[src/design/llsf_pkg.sv]
package llsf_pkg;

   // Point and set limits
   localparam int MAX_POINTS = 4096;
   localparam int PT_W       = 16;
   localparam int CNT_W      = $clog2(MAX_POINTS + 1);
   localparam int PC_W       = 13;
   localparam int FB_W       = 5;
   localparam int SHIFT_MAX  = (1 << FB_W) - 1;

   // Accumulator and product widths
   localparam int MAG_W      = 2 * PT_W + CNT_W;
   localparam int OPD_W      = MAG_W + 1;
   localparam int PRD_W      = 2 * MAG_W + 1;
   localparam int NUM_W      = PRD_W + 1;
   localparam int CHUNK_W    = 16;
   localparam int NCHUNK     = (MAG_W + CHUNK_W - 1) / CHUNK_W;
   localparam int CHK_W      = (NCHUNK > 1) ? $clog2(NCHUNK) : 1;

   // Divider widths
   localparam int DEN_W      = 64;
   localparam int DVD_W      = NUM_W + SHIFT_MAX;
   localparam int STEP_W     = $clog2(DVD_W + 1);
   localparam int RES_W      = 32;

   typedef enum logic [1:0] {
      STATUS_OK       = 2'd0,
      STATUS_ZERO_DEN = 2'd1,
      STATUS_DROPPED  = 2'd2
   } status_type;

   // One finished set of sums handed from front to back
   typedef struct packed {
      logic [CNT_W-1:0]        count;
      logic signed [OPD_W-1:0] sum_x;
      logic signed [OPD_W-1:0] sum_y;
      logic signed [OPD_W-1:0] sum_xy;
      logic signed [OPD_W-1:0] sum_xx;
      logic                    overflowed;
   } sums_type;

   // Queue status toward the front and back
   typedef struct packed {
      logic full;
      logic not_empty;
   } queue_status_type;

endpackage

[src/design/llsf_queue.sv]
module llsf_queue import llsf_pkg::*; (
   input  logic             clock,
   input  logic             reset,
   input  logic             push,
   input  sums_type         push_data,
   input  logic             pop,
   output sums_type         head,
   output queue_status_type status
);

   sums_type   entry_ff [2];
   logic       wr_ptr_ff, rd_ptr_ff;
   logic [1:0] fill_ff;

   assign head             = entry_ff[rd_ptr_ff];
   assign status.full      = (fill_ff == 2'd2);
   assign status.not_empty = (fill_ff != 2'd0);

   // Two-entry ring of finished sets
   always_ff @(posedge clock) begin
      if (reset) begin
         wr_ptr_ff <= 1'b0;
         rd_ptr_ff <= 1'b0;
         fill_ff   <= 2'd0;
      end else begin
         if (push)
            wr_ptr_ff <= ~wr_ptr_ff;
         if (pop)
            rd_ptr_ff <= ~rd_ptr_ff;
         if (push && !pop)
            fill_ff <= fill_ff + 2'd1;
         else if (pop && !push)
            fill_ff <= fill_ff - 2'd1;
      end
   end

   always_ff @(posedge clock) begin
      if (push)
         entry_ff[wr_ptr_ff] <= push_data;
   end

endmodule

[config.mk]
export PLATFORM = sky130hd
export DESIGN_NAME = llsf_queue
export DESIGN_NICKNAME = d
export VERILOG_FILES = /design/src/design/llsf_pkg.sv /design/src/design/llsf_queue.sv
export SDC_FILE = /design/constraint.sdc
export NUM_CORES = 1
export LEC_CHECK = 0
export ABC_AREA = 1
export BUFFER_PORTS_ARGS = -buffer_cell sky130_fd_sc_hd__buf_2
export CORE_MARGIN = 4
export CORE_UTILIZATION = 56
export CTS_BUF_LIST = sky130_fd_sc_hd__clkbuf_4 sky130_fd_sc_hd__clkbuf_8 sky130_fd_sc_hd__clkbuf_16
export CTS_CLUSTER_SIZE = 25
export DETAILED_ROUTE_END_ITERATION = 7
export PLACE_DENSITY = 0.88
export SLEW_MARGIN = 20
export SYNTH_ARGS = -nofsm -noshare
export SYNTH_HDL_FRONTEND = slang
export SYNTH_SLANG_ARGS = --single-unit
[constraint.sdc]
create_clock -name clock -period 25.8 [get_ports clock]
set_input_delay 1.29 -clock clock [delete_from_list [all_inputs] [get_ports clock]]
set_output_delay 1.29 -clock clock [all_outputs]
set_load 0.01 [all_outputs]
==> run summary <==
Status: finished clean
Row Count: 59
Cts bufs inserted: 40
CTS Root Cell: clkbuf_16
Slew HR: 33.9%
Clk pwr share: 38.5%
CTS tree: done
Cell family with most CP delay: buffers and inverters
Synth Net Count: 852
Die footprint: 29300 µm²
Clk_skew: 0.00720 ns
Internal power: 1.19 mW
Setup TNS: 0 ns
# IOs: 402
Vias in the first global route: 7873
Sw Share: 21.3%
CTS Buffer Depth: 3
FILL cells: 1571
Crit-path cells: buf_12 > buf_4 > buf_12 > mux2_2 > buf_2
Synth Register Bits: 401
Total Routing Usage GR: 20.6%
Global-route wire length before repair: 45.3 mm
Combinational power share: 10.5%
Clock Sink Count: 401
Die Y: 171 µm
Number of synthesis warnings: 0
Total congestion overflow: 0
Slowest CP cell: dfxtp_4
Routed len/inst: 22.1 µm
Post-Route WL: 32.0 mm
RSZ-0062 raised after global routing: false
Final Hold Fails: 0
Syn-to-layout area delta: 24.6%
Pin count of the biggest net entering global routing: 114
Yosys top cell by area: edfxtp_1
Routed via count: 7741
CTS-repair resized insts: 0
Post-synthesis cell area: 14900 µm²
WP depth: 5
Power density cells: 80.9 nW/µm²
Hold Buf Count CTS: 0
Required time of the critical path: 24.51 ns
Arr. time, crit path: 3.11 ns
Maxcap violations: 0
DR iter-0 viols: 729
Reg-to-reg setup timing slack: 23.43 ns
P_sw: 0.321 mW
WS Path Type: reg -> out
Lkg Pwr: 7.26 nW
Maximum vdd drop: 0.0665 mV
Final period utilization: 17.0%
Final setup fails: 0
R2R cell count: 3
Layout cell share with drive strength beyond 1: 60.7%
Skew-Pair Late Insertion Delay: 0.51 ns
Synth top area share: 79.6%
Netlist cell types: 16
Crit path top cell by count: buf_12
Remaining DRCs: 0
Fmax: 0.227 GHz
Die Span X: 171 µm
Input/output buffers: 401
Slew of the pin with the lowest slew margin: 0.992 ns
Hold WC Path Type: reg -> reg
Max FO, Critical Path: 46
Reg-to-reg critical path startpoint: wr_ptr_ff
Reg2reg end: entry_ff[1][167]
Post-route ant nets: 0
Initial antenna violation count: 11
Tot Pwr: 1.51 mW
DRT Pass-1 Iters: 5
Multi-input combinational cell area: 2710 µm²
GPL Wtd Cong: 0.758
Reg power frac: 50.9%
Slew Limit Fails: 0
Mean Syn Cell Area: 23.0 µm²
Worst Slack Setup Final: 21.40 ns
Core Area: 26100 µm²
Final hold slack: 0.530 ns
Clock transition at path regs: 0.06 ns
Post-synthesis cell count: 649
Nets: 1281
Initial Utilization: 57.1%
Post-CTS Setup Repair Bufs: 0
CP max stage delay: 0.74 ns
Reg area: 12000 µm²
Sequential fraction of the synthesis area: 80.3%
DPL Wire Length: 22.0 mm
Pre-CTS setup slack: 21.89 ns
Critical Path Source Type: register
# H-tree levels: 2
Area contributors post-synth: edfxtp_1 (80%), mux2_4 (10%), mux2_2 (7.3%)
Average via count per standard cell: 5.34
CP Capture Type: output pin
CP Buf/Inv Count: 4
CP endpoint: head[57]
Tmin final: 4.40 ns
-- state kept, by name, indices dropped and copies added (netlist names), named ones only --
signal / count
wr_ptr_ff: 1
fill_ff: 2
entry_ff: 396
rd_ptr_ff: 1
-- power groups by stage --
stage                     combinational, mW  clock [mW]  sequential, mW
after floorplan                      0.0970           0           0.783
after global placement                0.152           0           0.780
after detailed placement              0.159           0           0.781
after CTS                             0.160       0.591           0.768
after global routing                  0.168       0.622           0.770
final                                 0.158       0.580           0.767
-- layer usage --
metal	routed length, µm	part of all wire, %	track usage, %
met4	985	3.1	7.96
met2	17200	54	37.5
met3	2730	8.5	6.44
met1	11000	35	22.5
met5	73	0.23	0
-- logic make-up (layout without fill, tap and decap cells) --
group,Yosys count,in the layout,share of synthesized area (%)
compound gates,2,2,0.0670
buf+inv,31,490,1.59
other cells,0,6,0
xor+xnor,1,1,0.0587
mux,198,198,17.5
flops,401,401,80.3
simple gates,15,15,0.411
fa+ha+maj,1,1,0.0838
-- cells in the final DEF (no fill, tap or decap), drive strengths merged --
master / n
clkinv: 17
diode: 6
inv: 9
nand2: 6
nor2: 6
xnor2: 1
ha: 1
edfxtp: 396
bufinv: 5
buf: 409
nor3: 1
nand4: 1
nand3: 1
clkbuf: 50
o21ai: 1
a21oi: 1
mux2: 198
dfxtp: 5
-- layout make-up --
| class | instances | share of cell area (%) |
|---|---|---|
| clock buffer | 50 | 5.91 |
| antenna | 6 | 0.0807 |
| clock inverter | 22 | 1.26 |
| multi-input combinational | 217 | 14.6 |
| tap | 335 | 2.25 |
| inverter | 9 | 0.222 |
| timing repair buffer | 409 | 11.3 |
| sequential | 401 | 64.5 |
-- Yosys cell counts --
cell,n
edfxtp_1,396
nor2_1,6
buf_6,15
ha_1,1
dfxtp_1,5
nand2_1,6
nor3_1,1
nand4_1,1
nand3_1,1
mux2_2,97
o21ai_0,1
inv_1,9
buf_2,7
xnor2_1,1
a21oi_1,1
mux2_4,101
-- tightest hold or removal path, cell delays in order, from the launching register on --
cell and delay, ns:
dfxtp_1 0.32, xnor2_1 0.09, nor2_1 0.09
-- metrics by stage --
stage               util (%)  std cells  area [µm²]
floorplan                  -        649       14900
global placement        65.9       1369       17200
detailed placement      66.0       1371       17300
CTS                     71.1       1443       18600
global route            71.2       1449       18600
finish                  71.2       1449       18600
-- how the worst min path moves through the flow --
stage                         start         to  cells past startpoint
after floorplan           rd_ptr_ff   register                      2
after global placement    rd_ptr_ff   register                      2
after detailed placement  rd_ptr_ff  rd_ptr_ff                      2
after CTS                 rd_ptr_ff  rd_ptr_ff                      2
after global routing      rd_ptr_ff   register                      2
final                     rd_ptr_ff  rd_ptr_ff                      2
(Power assumes the default switching activity.)
