**src/design/llsf_pkg.sv**
```systemverilog
package llsf_pkg;

   // Point and set limits
   localparam int MAX_POINTS = 4096;
   localparam int PT_W       = 16;
   localparam int CNT_W      = $clog2(MAX_POINTS + 1);
   localparam int PC_W       = 13;
   localparam int FB_W       = 5;
   localparam int SHIFT_MAX  = (1 << FB_W) - 1;

   // Accumulator and product widths
   localparam int MAG_W      = 2 * PT_W + CNT_W;
   localparam int OPD_W      = MAG_W + 1;
   localparam int PRD_W      = 2 * MAG_W + 1;
   localparam int NUM_W      = PRD_W + 1;
   localparam int CHUNK_W    = 16;
   localparam int NCHUNK     = (MAG_W + CHUNK_W - 1) / CHUNK_W;
   localparam int CHK_W      = (NCHUNK > 1) ? $clog2(NCHUNK) : 1;

   // Divider widths
   localparam int DEN_W      = 64;
   localparam int DVD_W      = NUM_W + SHIFT_MAX;
   localparam int STEP_W     = $clog2(DVD_W + 1);
   localparam int RES_W      = 32;

   typedef enum logic [1:0] {
      STATUS_OK       = 2'd0,
      STATUS_ZERO_DEN = 2'd1,
      STATUS_DROPPED  = 2'd2
   } status_type;

   // One finished set of sums handed from front to back
   typedef struct packed {
      logic [CNT_W-1:0]        count;
      logic signed [OPD_W-1:0] sum_x;
      logic signed [OPD_W-1:0] sum_y;
      logic signed [OPD_W-1:0] sum_xy;
      logic signed [OPD_W-1:0] sum_xx;
      logic                    overflowed;
   } sums_type;

   // Queue status toward the front and back
   typedef struct packed {
      logic full;
      logic not_empty;
   } queue_status_type;

endpackage

```
**src/design/llsf_front.sv**
```systemverilog
module llsf_front import llsf_pkg::*; (
   input  logic                    clock,
   input  logic                    reset,
   input  logic                    req_valid,
   output logic                    req_stall,
   input  logic signed [PT_W-1:0]  req_x_value,
   input  logic signed [PT_W-1:0]  req_y_value,
   input  logic                    req_last_point,
   input  queue_status_type        q_status,
   output logic                    push,
   output sums_type                push_data
);

   logic [CNT_W-1:0]        count_ff, count_in;
   logic signed [OPD_W-1:0] sum_x_ff, sum_x_in;
   logic signed [OPD_W-1:0] sum_y_ff, sum_y_in;
   logic signed [OPD_W-1:0] sum_xy_ff, sum_xy_in;
   logic signed [OPD_W-1:0] sum_xx_ff, sum_xx_in;
   logic                    ovf_ff, ovf_in;
   logic signed [2*PT_W-1:0] xy, xx;
   logic                    accept;

   assign req_stall = q_status.full;
   assign accept    = req_valid & ~q_status.full;
   assign xy        = req_x_value * req_y_value;
   assign xx        = req_x_value * req_x_value;

   // Add the point unless the set is already full
   always_comb begin
      count_in  = count_ff;
      sum_x_in  = sum_x_ff;
      sum_y_in  = sum_y_ff;
      sum_xy_in = sum_xy_ff;
      sum_xx_in = sum_xx_ff;
      ovf_in    = ovf_ff;
      if (count_ff < CNT_W'(MAX_POINTS)) begin
         count_in  = count_ff + 1'b1;
         sum_x_in  = sum_x_ff + OPD_W'(req_x_value);
         sum_y_in  = sum_y_ff + OPD_W'(req_y_value);
         sum_xy_in = sum_xy_ff + OPD_W'(xy);
         sum_xx_in = sum_xx_ff + OPD_W'(xx);
      end else begin
         ovf_in = 1'b1;
      end
   end

   assign push                 = accept & req_last_point;
   assign push_data.count      = count_in;
   assign push_data.sum_x      = sum_x_in;
   assign push_data.sum_y      = sum_y_in;
   assign push_data.sum_xy     = sum_xy_in;
   assign push_data.sum_xx     = sum_xx_in;
   assign push_data.overflowed = ovf_in;

   // Accumulators clear after the last point of a set
   always_ff @(posedge clock) begin
      if (reset || push) begin
         count_ff  <= '0;
         sum_x_ff  <= '0;
         sum_y_ff  <= '0;
         sum_xy_ff <= '0;
         sum_xx_ff <= '0;
         ovf_ff    <= 1'b0;
      end else if (accept) begin
         count_ff  <= count_in;
         sum_x_ff  <= sum_x_in;
         sum_y_ff  <= sum_y_in;
         sum_xy_ff <= sum_xy_in;
         sum_xx_ff <= sum_xx_in;
         ovf_ff    <= ovf_in;
      end
   end

endmodule

```
**config.mk**
```make
export PLATFORM = sky130hd
export DESIGN_NAME = llsf_front
export DESIGN_NICKNAME = d
export VERILOG_FILES = /design/src/design/llsf_pkg.sv /design/src/design/llsf_front.sv
export SDC_FILE = /design/constraint.sdc
export NUM_CORES = 2
export LEC_CHECK = 0
export ABC_CLOCK_PERIOD_IN_PS = 11000
export BUFFER_PORTS_ARGS = -buffer_cell sky130_fd_sc_hd__clkbuf_2
export CAP_MARGIN = 0
export CORE_AREA = 2 2 284 286
export DETAILED_ROUTE_END_ITERATION = 10
export DIE_AREA = 0 0 286 288
export PLACE_DENSITY = 0.76
export SKIP_LAST_GASP = 1
export SYNTH_ARGS = -nofsm -noshare
export SYNTH_HDL_FRONTEND = slang
export SYNTH_SLANG_ARGS = --single-unit
```
**constraint.sdc**
```tcl
create_clock -name clock -period 11 [get_ports clock]
set_clock_uncertainty 0.1 [all_clocks]
set_input_delay 0.55 -clock clock [delete_from_list [all_inputs] [get_ports clock]]
set_output_delay 0.55 -clock clock [all_outputs]
set_load 0.05 [all_outputs]
```
==> metrics.txt <==
syn_area_per_cell 8.355 µm²; RSZ-0062 raised after global routing false; Worst R2R End sum_xx_ff[43]$_SDFFE_PP0P_; FF-to-FF Start sum_xx_ff[3]$_SDFFE_PP0P_; CP startpoint req_x_value[1]; FF-to-FF setup slack 4.70 ns; ys flop type dfxtp_1; Total GRT Usage 26.16%; Die Footprint 82370 µm²; status complete, no violations; Critical Path RT 10.35 ns; sequential share of the synthesized area 10.06%; Post-Route WL 104000 µm; total number of vias 32.28k; vias in the first global route 33.16k; Slew @ Worst Pin 1.003 ns; Horiz. Die Dim 286 µm; Longest Clk Path Bufs 2; top cell type's share of synthesized area 34.20%; Initial Util 49.47%; NumNets Final 5877; first-pass GRT wire length 170800 µm; FF/Latch Area 3968 µm²; Startpoint Class input pin; period utilisation layout 87.25%; Core ar. 79640 µm²; Synth area leader fa_1; fin util 52.80%; Sink Count 198; Hold Path Stages 4; Worst EP arrival 8.95 ns; DP HPWL 81120 µm; ANT nets after route 0; fin crit period 9.597 ns; number of CTS-inserted buffers 17; Synth async-reset ratio 0%; Die Span Y 288 µm; placed cells 5843; Post-CTS Setup Bufs 0; top post-synthesis cells by count inv_1 (894), fa_1 (673), nand2_1 (585); I/O pin total 238; Mapped Area 39390 µm²; grt ovf 0; Mapped Nets 5790; number of synthesized flops with an enable pin 0; CP endpoint push_data[44]; WS Path Type in2out; fmax 104.2 MHz; Synth area leaders fa_1 (34%), ha_1 (12%), dfxtp_1 (10%); Hold Buf Count CTS 0; max-capacitance violation count 0; initial antenna violation count 2; vias per cell 5.492; CTS tree done; fillers 7332; synth unique cells 81; top-count cell post-synth inv_1; Non-Filler Instances 5877; Setup crit end kind output port; fin. max-slew vios 0; DRC viols 0; setup_tns 0 ns; Hold Slack 0.2958 ns; slew margin rel. 32.42%; cell count of the worst reg-to-reg path 23; FF+latch count, synth 198; layout cells sized above 1 7.871%; crit-path max FO 33; H-tree Lvls 4; Iteration-0 DRC Markers 2089; Cells after Synth 4715; # rows 104; port buffer count 236; Worst Hold Class in2reg; largest net degree at the start of global routing 104; TritonRoute pass-1 iters 5; average wire per standard cell 17.70 µm; clock root cell clkbuf_16; CTS clk-pin slew, worst paths 0.10 ns; setup violators final 0; GP Congestion 0.9279; multi-input logic area 31350 µm²; Clock Latency Late Sink 0.53 ns; Synth Warn # 0; Area growth syn-to-layout 6.746%; final-report hold violation count 0; Post-CTS Resized 0
## state kept, by name (all words and copies together) (netlist names)
name and count:
count_ff 13, ovf_ff 1, sum_x_ff 46, sum_xx_ff 46, sum_xy_ff 46, sum_y_ff 46
## routing by layer
| metal | wire (µm) | GRT usage (%) | part of all wire (%) | vias to the layer above |
|---|---|---|---|---|
| li1 | - | - | - | 15030 |
| met1 | 42300 | 32.96 | 41 | 15980 |
| met2 | 50410 | 44.56 | 48 | 1061 |
| met3 | 6975 | 3.914 | 6.7 | 208 |
| met4 | 4329 | 11.58 | 4.2 | 0 |
| met5 | 0 | 0 | 0 | - |
## worst min path at each step
stage	end	start	slack, ns
after global placement	sum_xx_ff[34]$_SDFFE_PP0P_	sum_xx_ff[34]$_SDFFE_PP0P_	0.36
after global routing	sum_x_ff[29]$_SDFFE_PP0P_	q_status[1]	0.31
after CTS	sum_x_ff[29]$_SDFFE_PP0P_	q_status[1]	0.28
after floorplan	ovf_ff$_SDFFE_PP0P_	ovf_ff$_SDFFE_PP0P_	0.33
after detailed placement	sum_x_ff[21]$_SDFFE_PP0P_	sum_x_ff[21]$_SDFFE_PP0P_	0.37
final	sum_x_ff[29]$_SDFFE_PP0P_	q_status[1]	0.30
## cell usage in the layout, fill, tap and decap left out, drive strengths merged, types with 5 or more instances in the layout
cell type	synthesis	routed
nor2	281	281
o21a	25	25
o211ai	10	10
and3	21	21
fa	673	673
o21bai	19	19
mux2i	7	7
a41oi	5	5
and4	6	6
o31ai	14	14
or2	10	10
a21o	92	92
xnor2	120	120
a21oi	251	251
o211a	5	5
inv	894	903
a31o	15	15
o21ai	291	291
nand2	585	585
clkinv	1	5
ha	364	364
and2	193	193
nor3	47	47
nand4	28	28
buf	25	31
o22ai	7	7
a211o	8	8
mux2	20	20
a31oi	26	26
or3	14	14
dfxtp	198	198
clkbuf	174	254
nor2b	23	23
xor2	97	97
a211oi	27	27
nand2b	14	14
nand3	70	70
## stage by stage
stage / setup WS, ns / cell area, µm²
3_5_place_dp: 1.462 / 41420
3_3_place_gp: 1.464 / 41420
4_1_cts: 1.435 / 42050
2_1_floorplan: 1.997 / 39390
5_1_grt: 0.8739 / 42050
6_report: 1.403 / 42050
## logic make-up after synthesis
group | count (synthesis) | synth area share, %
simple gates | 1309 | 15.08
buf+inv | 1094 | 10.46
fa+ha+maj | 1037 | 45.76
compound gates | 833 | 13.06
xor+xnor | 217 | 4.825
flops | 198 | 10.06
mux | 27 | 0.7496
## final cells by class
class	instances	share of cell area, %
Multi-Input combinational cell	3423	74.56
Timing Repair Buffer	267	3.362
Clock inverter	14	0.4671
Inverter	895	7.989
Sequential cell	198	9.435
Clock buffer	18	1.021
Antenna cell	2	0.01190
Tap cell	1060	3.154
## worst max-delay path, stage by stage
cell      delay (ns)
clkbuf_2        0.08
buf_4           0.26
inv_1           0.41
nor2_1          0.22
fa_1            0.73
inv_1           0.14
fa_1            0.86
fa_1            0.62
fa_1            0.96
inv_1           0.28
fa_1            0.55
inv_1           0.05
fa_1            0.47
inv_1           0.04
ha_1            0.39
nand3_1         0.10
nor2_1          0.24
and4_1          0.23
nand3_1         0.07
o21ai_1         0.22
o22ai_1         0.19
o21ai_1         0.35
a31oi_1         0.21
xor2_1          0.17
o21ai_0         0.19
clkbuf_2        0.32
Power is not shown: default switching activity piles up to over one toggle a cycle in this logic, so the estimate is an artifact.
